==> src/design/interval_list_subtract_macros.svh <==
// Assertion macros shared by the interval list subtract design.
// Each macro expands to one labeled concurrent assertion on the rising clock edge.
`ifndef INTERVAL_LIST_SUBTRACT_MACROS_SVH
`define INTERVAL_LIST_SUBTRACT_MACROS_SVH

// The condition must hold at every edge outside reset.
`define ILS_ASSERT_ALWAYS(lbl, clk, rst_n, cond, msg) \
    lbl: assert property (@(posedge clk) disable iff (!rst_n) (cond)) else $error(msg);

// The consequent must hold in the same cycle as the antecedent.
`define ILS_ASSERT_SAME(lbl, clk, rst_n, ante, cons, msg) \
    lbl: assert property (@(posedge clk) disable iff (!rst_n) (ante) |-> (cons)) \
        else $error(msg);

// The consequent must hold in the cycle after the antecedent.
`define ILS_ASSERT_NEXT(lbl, clk, rst_n, ante, cons, msg) \
    lbl: assert property (@(posedge clk) disable iff (!rst_n) (ante) |=> (cons)) \
        else $error(msg);

`endif

==> src/design/ils_pkg.sv <==
// Shared types, sizes and opcodes of the interval list subtract block.
// Used by every module of the design but ils_ram; depends on nothing.
package ils_pkg;

    localparam int MAX_INTERVALS = 8;
    localparam int FRAC_BITS     = 16;

    localparam int POS_W       = FRAC_BITS + 1;
    localparam int IDX_W       = (MAX_INTERVALS > 1) ? $clog2(MAX_INTERVALS) : 1;
    localparam int CNT_W       = $clog2(MAX_INTERVALS + 1);
    localparam int ADDR_W      = IDX_W + 1;
    localparam int RAM_DEPTH   = 2 * (1 << IDX_W);
    localparam int CNT_FIELD_W = 4;
    localparam int OP_W        = 2;

    localparam int IN_DATA_W  = ((2 * POS_W + 7) / 8) * 8;
    localparam int OUT_DATA_W = ((CNT_FIELD_W + 2 * POS_W + 7) / 8) * 8;
    localparam int OUT_USER_W = 2;

    localparam logic [POS_W-1:0] ONE_POS = {1'b1, {FRAC_BITS{1'b0}}};
    localparam logic [CNT_W-1:0] MAX_CNT = CNT_W'(MAX_INTERVALS);

    localparam logic [OP_W-1:0] OP_RESET    = 2'd0;
    localparam logic [OP_W-1:0] OP_SUBTRACT = 2'd1;
    localparam logic [OP_W-1:0] OP_READ     = 2'd2;

    typedef struct packed {
        logic [POS_W-1:0] b;
        logic [POS_W-1:0] e;
    } t_span;

    localparam int SPAN_W = $bits(t_span);

    // Outcome of cutting one stored interval.
    typedef struct packed {
        logic [1:0] pieces;
        logic       split;
        t_span      first;
        t_span      second;
    } t_eval;

    typedef struct packed {
        logic                   status;
        logic [CNT_FIELD_W-1:0] count;
        t_span                  span;
        logic                   empty;
        logic                   last;
    } t_result;

    function automatic logic [CNT_FIELD_W-1:0] cnt_field(input logic [CNT_W-1:0] c);
        logic [CNT_W+CNT_FIELD_W-1:0] x;
        x = {{CNT_FIELD_W{1'b0}}, c};
        return x[CNT_FIELD_W-1:0];
    endfunction

endpackage

==> src/design/ils_ram.sv <==
// Generic single-port-write, single-port-read memory with registered read data.
// Stand-alone; the read data holds while no read is enabled.
module ils_ram #(
    parameter int WIDTH = 8,
    parameter int DEPTH = 16
) (
    input  logic                     i_clk,
    input  logic                     i_we,
    input  logic [$clog2(DEPTH)-1:0] i_waddr,
    input  logic [WIDTH-1:0]         i_wdata,
    input  logic                     i_re,
    input  logic [$clog2(DEPTH)-1:0] i_raddr,
    output logic [WIDTH-1:0]         o_rdata
);

    logic [WIDTH-1:0] r_mem [DEPTH];
    logic [WIDTH-1:0] r_rdata;

    always_ff @(posedge i_clk) begin
        if (i_we) begin
            r_mem[i_waddr] <= i_wdata;
        end
        if (i_re) begin
            r_rdata <= r_mem[i_raddr];
        end
    end

    assign o_rdata = r_rdata;

endmodule

==> src/design/ils_cut_eval.sv <==
// Cuts one stored interval by the hidden interval and gives the pieces that remain.
// Depends on ils_pkg for the span and result types.
module ils_cut_eval (
    input  ils_pkg::t_span                i_span,
    input  logic [ils_pkg::POS_W-1:0]     i_cut_b,
    input  logic [ils_pkg::POS_W-1:0]     i_cut_e,
    output ils_pkg::t_eval                o_eval
);

    always_comb begin
        o_eval        = '0;
        o_eval.first  = i_span;
        o_eval.second = i_span;
        priority if (i_span.e <= i_cut_b || i_span.b >= i_cut_e) begin
            o_eval.pieces = 2'd1;
        end else if (i_cut_b <= i_span.b && i_cut_e >= i_span.e) begin
            o_eval.pieces = 2'd0;
        end else if (i_cut_b > i_span.b && i_cut_e < i_span.e) begin
            // The cut lies strictly inside: keep both outer parts.
            o_eval.pieces   = 2'd2;
            o_eval.split    = 1'b1;
            o_eval.first.e  = i_cut_b;
            o_eval.second.b = i_cut_e;
        end else if (i_cut_b <= i_span.b) begin
            o_eval.pieces  = 2'd1;
            o_eval.first.b = i_cut_e;
        end else begin
            o_eval.pieces  = 2'd1;
            o_eval.first.e = i_cut_b;
        end
    end

endmodule

==> src/design/ils_out_reg.sv <==
// Output holding register for one result word of the master-side stream.
// Depends on ils_pkg for the result type.
module ils_out_reg (
    input  logic             i_clk,
    input  logic             i_rst_n,
    input  logic             i_load,
    input  ils_pkg::t_result i_res,
    input  logic             i_ready,
    output logic             o_valid,
    output ils_pkg::t_result o_res,
    output logic             o_free
);

    logic             r_valid;
    ils_pkg::t_result r_res;

    // The slot may be refilled in the cycle its word is taken.
    assign o_free = !r_valid || i_ready;

    always_ff @(posedge i_clk) begin
        if (!i_rst_n) begin
            r_valid <= 1'b0;
        end else if (i_load) begin
            r_valid <= 1'b1;
        end else if (i_ready) begin
            r_valid <= 1'b0;
        end
        if (i_load) begin
            r_res <= i_res;
        end
    end

    assign o_valid = r_valid;
    assign o_res   = r_res;

endmodule

==> src/design/interval_list_subtract.sv <==
// Top level of the interval list subtract block: sequencer, list memory and output.
// Depends on ils_pkg, ils_ram, ils_cut_eval, ils_out_reg and the assertion macros.
//
// Use: items enter on the slave stream; i_s_tuser carries the opcode (reset list,
// subtract, read) and i_s_tdata the hidden interval. Results leave on the master
// stream; o_m_tlast marks the final word caused by an item.
// The list lives in a two-bank memory. A subtract copies the list from the active
// bank into the other, one entry per cycle but for the S_SPLIT step of a split,
// writing zero, one or two pieces per entry, then swaps banks; a refused split
// leaves the active bank untouched. Reset list, empty cut and the unused opcode go
// straight to S_FIN for the result. A subtract reads the stored intervals in S_SUB,
// with an S_SPLIT step for each split interval, then reaches S_FIN. A read sends its
// words from S_READ, one word per cycle while the receiver takes them. A new item is
// taken once the previous result sits in the output register.
// After reset the block writes the initial interval [0, ONE] into the memory in
// S_BOOT before o_s_tready rises. When the receiver stalls, the finished word waits
// in the output register and the sequencer holds in S_READ or S_FIN; read data stays
// in the memory output register until it is sent.
`include "interval_list_subtract_macros.svh"

module interval_list_subtract (
    input  logic                             i_clk,
    input  logic                             i_rst_n,
    input  logic                             i_s_tvalid,
    output logic                             o_s_tready,
    // cut_begin, cut_end from bit 0 up, zero padded
    input  logic [ils_pkg::IN_DATA_W-1:0]    i_s_tdata,
    // opcode
    input  logic [ils_pkg::OP_W-1:0]         i_s_tuser,
    output logic                             o_m_tvalid,
    input  logic                             i_m_tready,
    // entry_count, span_begin, span_end from bit 0 up, zero padded
    output logic [ils_pkg::OUT_DATA_W-1:0]   o_m_tdata,
    // status, list_empty from bit 0 up
    output logic [ils_pkg::OUT_USER_W-1:0]   o_m_tuser,
    output logic                             o_m_tlast
);

    localparam logic [2:0] S_BOOT  = 3'd0;
    localparam logic [2:0] S_IDLE  = 3'd1;
    localparam logic [2:0] S_SUB   = 3'd2;
    localparam logic [2:0] S_SPLIT = 3'd3;
    localparam logic [2:0] S_READ  = 3'd4;
    localparam logic [2:0] S_FIN   = 3'd5;

    logic [2:0]                  r_state, n_state;
    logic                        r_bank, n_bank;
    logic [ils_pkg::CNT_W-1:0]   r_count, n_count;
    logic [ils_pkg::CNT_W-1:0]   r_idx, n_idx;
    logic [ils_pkg::CNT_W-1:0]   r_widx, n_widx;
    logic [ils_pkg::POS_W-1:0]   r_cut_b, n_cut_b;
    logic [ils_pkg::POS_W-1:0]   r_cut_e, n_cut_e;
    logic                        r_status, n_status;
    logic                        r_empty, n_empty;
    ils_pkg::t_span              r_second, n_second;

    logic                        accept;
    logic [ils_pkg::OP_W-1:0]    in_op;
    logic [ils_pkg::POS_W-1:0]   in_b, in_e;

    logic                        ram_we, ram_re;
    logic [ils_pkg::ADDR_W-1:0]  ram_waddr, ram_raddr;
    ils_pkg::t_span              ram_wdata, ram_rdata;
    logic [ils_pkg::SPAN_W-1:0]  ram_rbits;

    ils_pkg::t_eval              eval;
    ils_pkg::t_result            out_res, out_q;
    logic                        out_load, out_free, out_valid;

    logic                        at_last;
    logic                        refused;
    logic [ils_pkg::CNT_W-1:0]   idx_inc, widx_inc;

    assign in_op = i_s_tuser;
    assign in_b  = i_s_tdata[ils_pkg::POS_W-1:0];
    assign in_e  = i_s_tdata[2*ils_pkg::POS_W-1:ils_pkg::POS_W];

    assign o_s_tready = (r_state == S_IDLE);
    assign accept     = i_s_tvalid && o_s_tready;

    ils_ram #(
        .WIDTH(ils_pkg::SPAN_W),
        .DEPTH(ils_pkg::RAM_DEPTH)
    ) u_ram (
        .i_clk  (i_clk),
        .i_we   (ram_we),
        .i_waddr(ram_waddr),
        .i_wdata(ram_wdata),
        .i_re   (ram_re),
        .i_raddr(ram_raddr),
        .o_rdata(ram_rbits)
    );

    assign ram_rdata = ram_rbits;

    ils_cut_eval u_eval (
        .i_span (ram_rdata),
        .i_cut_b(r_cut_b),
        .i_cut_e(r_cut_e),
        .o_eval (eval)
    );

    ils_out_reg u_out (
        .i_clk  (i_clk),
        .i_rst_n(i_rst_n),
        .i_load (out_load),
        .i_res  (out_res),
        .i_ready(i_m_tready),
        .o_valid(out_valid),
        .o_res  (out_q),
        .o_free (out_free)
    );

    assign idx_inc  = r_idx + ils_pkg::CNT_W'(1);
    assign widx_inc = r_widx + ils_pkg::CNT_W'(1);
    assign at_last  = (idx_inc == r_count);
    assign refused  = eval.split && (r_count == ils_pkg::MAX_CNT);

    always_comb begin
        n_state   = r_state;
        n_bank    = r_bank;
        n_count   = r_count;
        n_idx     = r_idx;
        n_widx    = r_widx;
        n_cut_b   = r_cut_b;
        n_cut_e   = r_cut_e;
        n_status  = r_status;
        n_empty   = r_empty;
        n_second  = r_second;
        ram_we    = 1'b0;
        ram_waddr = {r_bank, {ils_pkg::IDX_W{1'b0}}};
        ram_wdata = '{b: '0, e: ils_pkg::ONE_POS};
        ram_re    = 1'b0;
        ram_raddr = {r_bank, {ils_pkg::IDX_W{1'b0}}};
        out_load  = 1'b0;
        out_res   = '0;

        unique case (r_state)
            S_BOOT: begin
                ram_we  = 1'b1;
                n_state = S_IDLE;
            end
            S_IDLE: begin
                if (accept) begin
                    n_status = 1'b0;
                    n_empty  = 1'b0;
                    n_idx    = '0;
                    n_widx   = '0;
                    n_cut_b  = in_b;
                    n_cut_e  = in_e;
                    n_state  = S_FIN;
                    if (in_op == ils_pkg::OP_RESET) begin
                        ram_we  = 1'b1;
                        n_count = ils_pkg::CNT_W'(1);
                    end else if (in_op == ils_pkg::OP_SUBTRACT) begin
                        if (in_b < in_e && r_count != '0) begin
                            ram_re  = 1'b1;
                            n_state = S_SUB;
                        end
                    end else if (in_op == ils_pkg::OP_READ) begin
                        if (r_count == '0) begin
                            n_empty = 1'b1;
                        end else begin
                            ram_re  = 1'b1;
                            n_state = S_READ;
                        end
                    end
                end
            end
            S_SUB: begin
                ram_waddr = {!r_bank, r_widx[ils_pkg::IDX_W-1:0]};
                ram_wdata = eval.first;
                ram_raddr = {r_bank, idx_inc[ils_pkg::IDX_W-1:0]};
                if (refused) begin
                    // List full: the active bank keeps the old list.
                    n_status = 1'b1;
                    n_state  = S_FIN;
                end else begin
                    ram_we = (eval.pieces != 2'd0);
                    n_widx = (eval.pieces != 2'd0) ? widx_inc : r_widx;
                    n_idx  = idx_inc;
                    ram_re = !at_last;
                    if (eval.split) begin
                        n_second = eval.second;
                        n_state  = S_SPLIT;
                    end else if (at_last) begin
                        n_bank  = !r_bank;
                        n_count = (eval.pieces != 2'd0) ? widx_inc : r_widx;
                        n_state = S_FIN;
                    end
                end
            end
            S_SPLIT: begin
                ram_we    = 1'b1;
                ram_waddr = {!r_bank, r_widx[ils_pkg::IDX_W-1:0]};
                ram_wdata = r_second;
                n_widx    = widx_inc;
                if (r_idx == r_count) begin
                    n_bank  = !r_bank;
                    n_count = widx_inc;
                    n_state = S_FIN;
                end else begin
                    n_state = S_SUB;
                end
            end
            S_READ: begin
                ram_raddr = {r_bank, idx_inc[ils_pkg::IDX_W-1:0]};
                if (out_free) begin
                    out_load       = 1'b1;
                    out_res.count  = ils_pkg::cnt_field(r_count);
                    out_res.span   = ram_rdata;
                    out_res.last   = at_last;
                    n_idx          = idx_inc;
                    ram_re         = !at_last;
                    n_state        = at_last ? S_IDLE : S_READ;
                end
            end
            S_FIN: begin
                if (out_free) begin
                    out_load       = 1'b1;
                    out_res.status = r_status;
                    out_res.count  = ils_pkg::cnt_field(r_count);
                    out_res.empty  = r_empty;
                    out_res.last   = 1'b1;
                    n_state        = S_IDLE;
                end
            end
            default: begin
                n_state = S_IDLE;
            end
        endcase
    end

    always_ff @(posedge i_clk) begin
        if (!i_rst_n) begin
            r_state  <= S_BOOT;
            r_bank   <= 1'b0;
            r_count  <= ils_pkg::CNT_W'(1);
            r_idx    <= '0;
            r_widx   <= '0;
            r_status <= 1'b0;
            r_empty  <= 1'b0;
        end else begin
            r_state  <= n_state;
            r_bank   <= n_bank;
            r_count  <= n_count;
            r_idx    <= n_idx;
            r_widx   <= n_widx;
            r_status <= n_status;
            r_empty  <= n_empty;
        end
        r_cut_b  <= n_cut_b;
        r_cut_e  <= n_cut_e;
        r_second <= n_second;
    end

    assign o_m_tvalid = out_valid;
    assign o_m_tdata  = ils_pkg::OUT_DATA_W'({out_q.span.e, out_q.span.b, out_q.count});
    assign o_m_tuser  = {out_q.empty, out_q.status};
    assign o_m_tlast  = out_q.last;

    `ILS_ASSERT_ALWAYS(a_count_bound, i_clk, i_rst_n, r_count <= ils_pkg::MAX_CNT, "list count above capacity")
    `ILS_ASSERT_SAME(a_load_free, i_clk, i_rst_n, out_load, out_free, "result word overwritten before taken")
    `ILS_ASSERT_SAME(a_copy_bank, i_clk, i_rst_n, ram_we && (r_state == S_SUB || r_state == S_SPLIT), ram_waddr[ils_pkg::ADDR_W-1] != r_bank, "subtract wrote into the active bank")
    `ILS_ASSERT_NEXT(a_refuse_keep, i_clk, i_rst_n, r_state == S_SUB && refused, r_bank == $past(r_bank) && r_count == $past(r_count) && r_status, "refused split changed the list")

endmodule
==> config.mk <==
export PLATFORM = sky130hd
export DESIGN_NAME = interval_list_subtract
export DESIGN_NICKNAME = d
export VERILOG_FILES = /design/src/design/ils_pkg.sv /design/src/design/ils_ram.sv /design/src/design/ils_cut_eval.sv /design/src/design/ils_out_reg.sv /design/src/design/interval_list_subtract.sv
export VERILOG_INCLUDE_DIRS = /design/src /design/src/design
export SDC_FILE = /design/constraint.sdc
export NUM_CORES = 1
export LEC_CHECK = 0
export BUFFER_PORTS_ARGS = -buffer_cell sky130_fd_sc_hd__buf_2
export CAP_MARGIN = 25
export CORE_UTILIZATION = 36
export CTS_BUF_LIST = sky130_fd_sc_hd__clkbuf_16
export CTS_CLUSTER_DIAMETER = 150
export DETAILED_ROUTE_END_ITERATION = 16
export SYNTH_ARGS = -nofsm -noshare
export SYNTH_HDL_FRONTEND = slang
export SYNTH_SLANG_ARGS = --single-unit
==> constraint.sdc <==
create_clock -name i_clk -period 5.67 [get_ports i_clk]
set_input_delay 0.8505 -clock i_clk [delete_from_list [all_inputs] [get_ports i_clk]]
set_output_delay 0.8505 -clock i_clk [all_outputs]
set_load 0.02 [all_outputs]
# ---- Word-level counts from Yosys, hierarchy flattened
# Memory sizes are Yosys's and may differ from the RTL's. A register that Yosys moved wholly into a read port is not among the register bits.
# Index checks and enable logic that the tools add are counted.
dict set report totals {
  ff_bits 128
  ram_bits 544
  word_cells 162
  mem_count 1
}
# memory words width read_ports rd_clocked_by_memory_dff wr line_no
set mem_list {}
lappend mem_list {u_ram.r_mem 16 34 1 1 1 ils_ram.sv:16} ;# logic [WIDTH-1:0] r_mem [DEPTH];
dict set report classes {
  n_addsub 2
  n_lt_le_gt_ge 7
  n_eq_ne 20
  mux 79
  n_bitwise 1
  reduce_logical 34
}
# op n
set op_table {}
lappend op_table {{$mux 52} 2}
lappend op_table {{$mux 17} 5}
lappend op_table {{$pmux 34 s2} 1}
lappend op_table {{$mux 4} 13}
lappend op_table {{$mux 38} 1}
lappend op_table {{$mux 3} 12}
lappend op_table {{$pmux 4 s3} 3}
lappend op_table {{$ge 17x17->1} 2}
lappend op_table {{$le 17x17->1} 2}
lappend op_table {{$lt 17x17->1} 2}
lappend op_table {{$mux 1} 32}
lappend op_table {{$gt 17x17->1} 1}
lappend op_table {{$pmux 3 s5} 1}
lappend op_table {{$ne 2x2->1 const B} 7}
lappend op_table {{$reduce_and 3->1} 3}
lappend op_table {{$add 4x1->4 const B} 2}
lappend op_table {{$eq 4x4->1} 2}
lappend op_table {{$pmux 4 s2} 1}
lappend op_table {{$reduce_and 4->1} 2}
lappend op_table {{$reduce_bool 2->1} 4}
lappend op_table {{$reduce_or 2->1} 4}
lappend op_table {{$reduce_and 7->1} 1}
lappend op_table {{$eq 3x2->1 const B} 2}
lappend op_table {{$eq 3x3->1 const B} 2}
lappend op_table {{other kinds (20)} 36}

# ---- Depth between registers and ports, before layout
# Gate-level depths: netlist of run 1.
dict set report depth {
  ltp_word 11
  mapped_depth 13
  depth_no_buf 11
}

# ---- Modules after synthesis
# From an unflattened synthesis of run 1, not the netlist that was laid out.
dict set report hier_totals {
  cells_unflattened 1672
  area_unflattened_um2 29762.3
}
# mod n_inst cells_each area_each_um2 seq_area_each_um2
set by_module_without_submodules {}
lappend by_module_without_submodules {ils_ram 1 888 21416.8 17356.6}
lappend by_module_without_submodules {interval_list_subtract 1 418 4579.4 2402.3}
lappend by_module_without_submodules {ils_cut_eval 1 321 2486.1 0.0}
lappend by_module_without_submodules {ils_out_reg 1 45 1280.0 1251.2}

# ---- Worst setup path after synthesis of run 1
# OpenSTA, ideal clock, no wires.
dict set report synth_timing {
  kind {reg-to-reg}
  start {reg u_ram.r_rdata[2], in the netlist u_ram.o_rdata[2] (read register of u_ram.r_mem)}
  end {mem u_ram.r_mem[11][0] (netlist name) (enable)}
  t_arrival_ns 5.529
  path_slack_ns -0.369
  path_stages_with_launch 10
  n_path_buf 0
  path_cell_list {edfxtp_1 -> ha_1 -> a21oi_1 -> o21ai_1 -> a2111o_1 -> a2111oi_4 -> nor4_4 -> nand3_2 -> o21ai_2 -> nor4_1}
}
dict set report synth_between {
  elab_chain_len 10
  word_cells_on_any_way 18
  cone_classes {order compare: 3; mux: 10; reduce/logical: 5}
}
# element line_no
set synth_lines {}
lappend synth_lines {{start: declaration} ils_ram.sv:17} ;# logic [WIDTH-1:0] r_rdata;
lappend synth_lines {{$lt 17x17->1} ils_cut_eval.sv:18} ;# end else if (i_cut_b > i_span.b && i_cut_e < i_span.e) begin
lappend synth_lines {{$logic_and 1x1->1} ils_cut_eval.sv:18}
lappend synth_lines {{$mux 2 or $mux 1 (tied branches)} ils_cut_eval.sv:18}
lappend synth_lines {{$mux 2 or $mux 52 (tied branches)} ils_cut_eval.sv:16} ;# end else if (i_cut_b <= i_span.b && i_cut_e >= i_span.e) begin
lappend synth_lines {{$mux 2 or $mux 52 (tied branches)} ils_cut_eval.sv:14} ;# priority if (i_span.e <= i_cut_b || i_span.b >= i_cut_e) begin
lappend synth_lines {{$reduce_bool 2->1 or $logic_and 1x1->1 (tied branches)} {interval_list_subtract.sv:179, interval_list_subtract.sv:117}}
lappend synth_lines {{$mux 1 *} interval_list_subtract.sv:174} ;# if (refused) begin
lappend synth_lines {{$pmux 1 s3 *} interval_list_subtract.sv:138} ;# unique case (r_state)
lappend synth_lines {{$mux 1 *} ils_ram.sv:20} ;# if (i_we) begin
lappend synth_lines {{$mux 1 (implied by the code) *} ils_ram.sv:21} ;# r_mem[i_waddr] <= i_wdata;
lappend synth_lines {{end: declaration} ils_ram.sv:16}
# Every way passes the cells marked *; elsewhere a longest branch is shown, timed or not.

# ---- Worst setup path after layout of run 1
dict set report layout_timing {
  start {reg r_cut_b[7] (netlist name)}
  end {mem u_ram.r_mem[12][18] (netlist name) (enable)}
}
dict set report layout_between {
  elab_chain_len 10
  word_cells_on_any_way 18
  cone_classes {order compare: 3; mux: 10; reduce/logical: 5}
}
# element line_no
set layout_lines {}
lappend layout_lines {{start: declaration} interval_list_subtract.sv:51} ;# logic [ils_pkg::POS_W-1:0] r_cut_b, n_cut_b;
lappend layout_lines {{start signal: assignment} interval_list_subtract.sv:252} ;# r_cut_b <= n_cut_b;
lappend layout_lines {{$gt 17x17->1} ils_cut_eval.sv:18}
lappend layout_lines {{$logic_and 1x1->1} ils_cut_eval.sv:18}
lappend layout_lines {{$mux 2 or $mux 1 (tied branches)} ils_cut_eval.sv:18}
lappend layout_lines {{$mux 2 or $mux 52 (tied branches)} ils_cut_eval.sv:16}
lappend layout_lines {{$mux 2 or $mux 52 (tied branches)} ils_cut_eval.sv:14}
lappend layout_lines {{$reduce_bool 2->1 or $logic_and 1x1->1 (tied branches)} {interval_list_subtract.sv:179, interval_list_subtract.sv:117}}
lappend layout_lines {{$mux 1 *} interval_list_subtract.sv:174}
lappend layout_lines {{$pmux 1 s3 *} interval_list_subtract.sv:138}
lappend layout_lines {{$mux 1 *} ils_ram.sv:20}
lappend layout_lines {{$mux 1 (implied by the code) *} ils_ram.sv:21}
# Marks and branches as above.

==> flow_summary.json, run 1 <==
{
  "ys_seq_area_frac": 0.692,
  "regArea_um2": 21000,
  "core_area_um2": 83600,
  "worstSetupStartpointType": "flop",
  "leakage_nw": 12.3,
  "antenna_left": 0,
  "wl_per_cell_um": 22.8,
  "grt_pass1_vias": 17421,
  "dpl_worst_slack_ns": 0.982,
  "p_per_area_nw_per_um2": 321,
  "netlist_area_um2": 30300,
  "cts_buffers": 71,
  "slowest_delay_ns": 0.62,
  "synth_top_area_frac": 0.680,
  "via_per_inst": 5.38,
  "initial_utilization": 0.363,
  "avgSynthCellArea_um2": 14.9,
  "drtPass1Iterations": 5,
  "cts_setup_buffers": 0,
  "yosysMostFrequentCell": "edfxtp_1",
  "synth-seq-cells": 706,
  "synth_common_cells": "edfxtp_1, nand2_1, mux2i_1, a211oi_1, clkbuf_1",
  "drv_slew": 0,
  "yosysWarnings": 0,
  "worst_r2r_path_depth": 12,
  "synth_area_leaders": "edfxtp_1, mux2i_1, ha_1",
  "crit_chain": "inv_1 > ha_1 > nand4_1 > nor3_1 > a2111o_1 > a2111oi_4 > nor4_4 > nand3_2 > o21ai_2 > or3_1 > nor2_4 > buf_4",
  "critical_path.max_fanout": 18,
  "cts_buffer_depth": 3,
  "ctsHoldBuffers": 0,
  "postSynth.asyncResetShare": 0,
  "maxCapViolCount": 0,
  "dpl.hpwl_um": 46000,
  "fmax_mhz": 214,
  "netlist_instances": 2041,
  "total_power_w": 0.0111,
  "finalSetupTns_ns": 0,
  "holdWs_ns": 0.422,
  "synth_edf_count": 687,
  "multiInputGateArea_um2": 8720,
  "num_antenna_cells": 0,
  "num-nets-final": 2267,
  "cts_tree": "built",
  "rsz0062_at_grt": "false",
  "finalWirelength_um": 74600,
  "synth_flop_cell": "edfxtp_1",
  "final.period_utilization": 0.825,
  "gp_congestion": 0.929,
  "die_h_um": 292,
  "hold_viol_final": 0,
  "area_growth_pct": 14.3,
  "h-tree-depth": 3,
  "grt-ovfl-total": 0,
  "io_buffers": 82,
  "die_width_um": 292,
  "crit_slowest_cell": "a2111oi_4",
  "post_cts_resized": 0,
  "setup_viol": 0,
  "root_buffer": "clkbuf_16",
  "hold_path_class": "input port to flop",
  "clock_skew_ns": 0.0223,
  "arrival_ns": 4.94,
  "tightestPinTransition_ns": 1.02,
  "min_period_ns": 4.68,
  "cp-end-kind": "flop",
  "cts_sinks": 706,
  "min_path_cells": 1,
  "yosysTopAreaCell": "edfxtp_1",
  "drive_gt1_frac": 0.143,
  "drt-initial-drc-count": 1430,
  "clk_pin_slew_worst_paths_ns": 0.06,
  "die-area_um2": 85500,
  "antenna_found_initial": 1,
  "clk_latency_ns": 0.62,
  "drc_errors": 0,
  "grt_max_degree": 140,
  "routed-via-count": 17591,
  "fill_cells": 7481,
  "placementRows": 106,
  "status": "complete, no violations",
  "synthDistinctLibCells": 69,
  "num_io_pins": 91,
  "worstSetupPathType": "flop to flop",
  "layout_setup_ws_ns": 0.993,
  "grt_usage": 0.174,
  "maxSlewHeadroom": 0.323,
  "grt_first_pass_wirelength_um": 111000,
  "ir_drop_mv": 0.249,
  "critPathRequiredTime_ns": 5.94
}
per-layer routing:
metal / wire (um) / share of wire / up-vias / global-route usage
met5: 0 / 0 / - / 0
met3: 3830 / 0.051 / 128 / 0.0224
li1: - / - / 8059 / -
met4: 2420 / 0.032 / 0 / 0.0681
met1: 31800 / 0.43 / 8901 / 0.230
met2: 36600 / 0.49 / 503 / 0.290
where the power goes:
part	total [W]	internal, W	switching [W]
clock network	0.00464	0.00268	0.00196
registers	0.00584	0.00578	0.0000615
logic	0.000643	0.000224	0.000419
cells by family (layout without fill, tap and decap cells):
group	after synthesis	in the layout	share of synthesized area
xor gates and xnor gates	12	12	0.00346
buffers and inverters	211	358	0.0269
AOI/OAI and AO/OA	384	384	0.0908
muxes	191	191	0.0770
adders and majority gates	86	86	0.0355
and+or+nand+nor	450	450	0.0738
other	1	2	0.000124
DFF	706	706	0.692
flip-flops by register name, indices dropped and copies added, names as in the netlist:
signal,flops
u_ram.r_mem,544
u_out.o_res,41
r_second,34
u_ram.o_rdata,34
r_cut_b,17
r_cut_e,17
r_count,4
r_idx,4
r_widx,4
r_state,3
r_bank,1
r_empty,1
r_status,1
u_out.o_valid,1
final timing paths:
kind | from | endpoint | slack [ns]
max | r_cut_b[7] | u_ram.r_mem[12][18] | 0.99
min reg2reg | r_empty | r_empty | 0.48
min | i_s_tdata[0] | r_cut_b[0] | 0.42
max reg2reg | r_cut_b[7] | u_ram.r_mem[12][18] | 0.99
area by class of cell:
class | instances | share of cell area
clock inverter | 55 | 0.0141
sequential | 706 | 0.606
tap | 1080 | 0.0390
clock buffer | 72 | 0.0519
inverter | 89 | 0.00963
timing repair buffer | 142 | 0.0278
multi-input combinational | 1125 | 0.252
per-stage QoR:
stage / instance area, um^2 / cells / utilization
finish: 34700 / 3269 / 0.415
global route: 34700 / 3269 / 0.415
CTS: 34700 / 3268 / 0.415
detailed placement: 32400 / 3141 / 0.388
global placement: 32400 / 3140 / 0.387
floorplan: 30400 / 2042 / -
worst max-delay path: cells and delay by family (launching register included):
family	cells	cell delay, ns
compound gates	3	1.23
fa+ha+maj	1	0.31
simple gates	6	1.75
buf+inv	2	0.54
flops	1	0.45
layout by cell type (no fill, tap or decap), drive strengths merged, types with 7 or more instances in the layout:
master  instances
mux4           34
and2           11
a21oi          66
xor2            7
and3           36
nand4          13
o21ai          35
dfxtp          19
nand3          13
nand2         199
a31oi          36
mux2i         157
bufinv          8
nor3           11
a211oi        123
a21o           10
nor2           47
edfxtp        687
ha             86
o211a          18
buf           142
clkinv         26
o211ai         24
clkbuf         72
nor2b          85
nand2b         13
inv           109
a311oi         35
Power figures use the tool's default switching activity.
==> run 2: changes to the inputs <==
clock period = 4.4 ns   (was 5.67 ns; I/O delays follow)
==> flow_summary.json, run 2 (same netlist as run 1, synthesis figures left out) <==
{
  "status": "complete, no violations",
  "h-tree-depth": 3,
  "drv_slew": 0,
  "cts_buffers": 71,
  "critical_path.max_fanout": 17,
  "grt_pass1_vias": 17602,
  "crit_slowest_cell": "a211oi_1",
  "clk_latency_ns": 0.61,
  "dp.cells": 3171,
  "wl_per_cell_um": 23.2,
  "grt.busiest_layer": "met2",
  "gp_congestion": 0.994,
  "initial_utilization": 0.363,
  "dpl_worst_slack_ns": 0.294,
  "cp-end-kind": "flop",
  "antenna_left": 0,
  "grt-ovfl-total": 0,
  "layout_setup_ws_ns": 0.248,
  "grt_usage": 0.179,
  "path_delay_family": "compound AO/OA/AOI/OAI gates",
  "worstSetupStartpointType": "flop",
  "num_io_pins": 91,
  "maxCapViolCount": 0,
  "grt_max_degree": 136,
  "hold_viol_final": 0,
  "final.period_utilization": 0.944,
  "grt_util_met2": 0.296,
  "area_growth_pct": 15.7,
  "cts_sinks": 706,
  "num_antenna_cells": 0,
  "rrSetupSlack_ns": 0.25,
  "instances_no_fill": 3295,
  "ctsHoldBuffers": 0,
  "io_buffers": 82,
  "leakage_nw": 12.4,
  "drive_gt1_frac": 0.153,
  "cts_setup_buffers": 0,
  "post_cts_resized": 0,
  "core_area_um2": 83600,
  "arrival_ns": 4.60,
  "root_buffer": "clkbuf_16",
  "placementRows": 106,
  "clk_pin_slew_worst_paths_ns": 0.06,
  "die_width_um": 292,
  "die-area_um2": 85500,
  "maxSlewHeadroom": 0.334,
  "die_h_um": 292,
  "final_common_cell": "edfxtp_1",
  "antenna_found_initial": 0,
  "worstSetupPathType": "flop to flop",
  "num-nets-final": 2296,
  "cp_num_buf_inv": 2,
  "drtPass1Iterations": 5,
  "rsz0062_at_grt": "false",
  "met3_usage": 0.0208,
  "finalWirelength_um": 76500,
  "hold_path_class": "input port to flop",
  "use_met1": 0.240,
  "p_per_area_nw_per_um2": 407,
  "largest_register_ffs": 544,
  "dpl.hpwl_um": 47800,
  "routed-via-count": 17775,
  "crit_chain": "inv_1 > ha_1 > and4_1 > a21o_1 > a311oi_1 > o21ai_0 > or2_1 > nor2_4 > mux2i_1 > a211oi_1 > buf_4",
  "total_power_w": 0.0143,
  "clock_skew_ns": 0.0190,
  "fmax_mhz": 241,
  "setup_viol": 0,
  "drc_errors": 0,
  "via_per_inst": 5.39,
  "cts_tree": "built",
  "cts_buffer_depth": 3,
  "drt-initial-drc-count": 1485,
  "regMostFlops": "u_ram.r_mem",
  "grt_first_pass_wirelength_um": 114000,
  "slowest_delay_ns": 0.65,
  "tightestPinTransition_ns": 0.999,
  "critPathRequiredTime_ns": 4.85,
  "min_period_ns": 4.15,
  "ir_drop_mv": 0.272,
  "final_cell_mix": "edfxtp_1, nand2_1, mux2i_1"
}
[run 2: cell types whose count changed in the layout (fill, tap and decap cells not counted), moves of 2 or more]
cell,before,now
clkinvlp_4,1,3
nor3_4,1,3
buf_4,51,63
inv_16,2,0
clkinv_1,17,15
nor3_2,5,3
buf_12,8,26
[run 2: path summary, 6_finish.rpt]
path,from,to,cells after the start
min,i_s_tdata[0],r_cut_b[0],1
min reg2reg,r_empty,r_empty,2
max,r_cut_e[16],u_ram.r_mem[3][15],11
max reg2reg,r_cut_e[16],u_ram.r_mem[3][15],11
[run 2: metal layers]
metal | wire, um | vias up
li1 | - | 8129
met1 | 33000 | 8989
met2 | 36900 | 531
met3 | 4070 | 126
met4 | 2520 | 0
met5 | 0 | -
[run 2: final cells by class]
cell class	count	area (um^2)
clock buffers	73	1830
clock inverters	51	437
fillers	7453	48400
inverters	89	335
multi-input cells	1125	8730
flip-flops and latches	706	21000
well taps	1080	1350
repair buffers	171	1400
[run 2: metrics by stage]
stage | setup TNS, ns | hold slack (ns) | instance area, um^2 | util
finish | 0 | 0.244 | 35100 | 0.420
global route | 0 | 0.230 | 35100 | 0.420
CTS | 0 | 0.213 | 35100 | 0.420
detailed placement | 0 | 0.457 | 32800 | 0.393
global placement | 0 | 0.445 | 32800 | 0.393
floorplan | -80.49 | 0.437 | 30400 | -
[run 2: where the power goes]
part / switching [W] / internal (W) / total (W) / leakage [nW]
registers: 0.0000737 / 0.00745 / 0.00752 / 6.94
clock network: 0.00249 / 0.00342 / 0.00591 / 1.15
logic: 0.000553 / 0.000311 / 0.000864 / 4.33
total: 0.00312 / 0.0112 / 0.0143 / 12.4
[run 2: worst register-to-register path: cells and delay by family (launching register included)]
family,cells,cell delay [ns]
compound gates,4,1.39
simple gates,3,1.17
mux,1,0.25
buf+inv,2,0.40
flops,1,0.49
fa+ha+maj,1,0.30
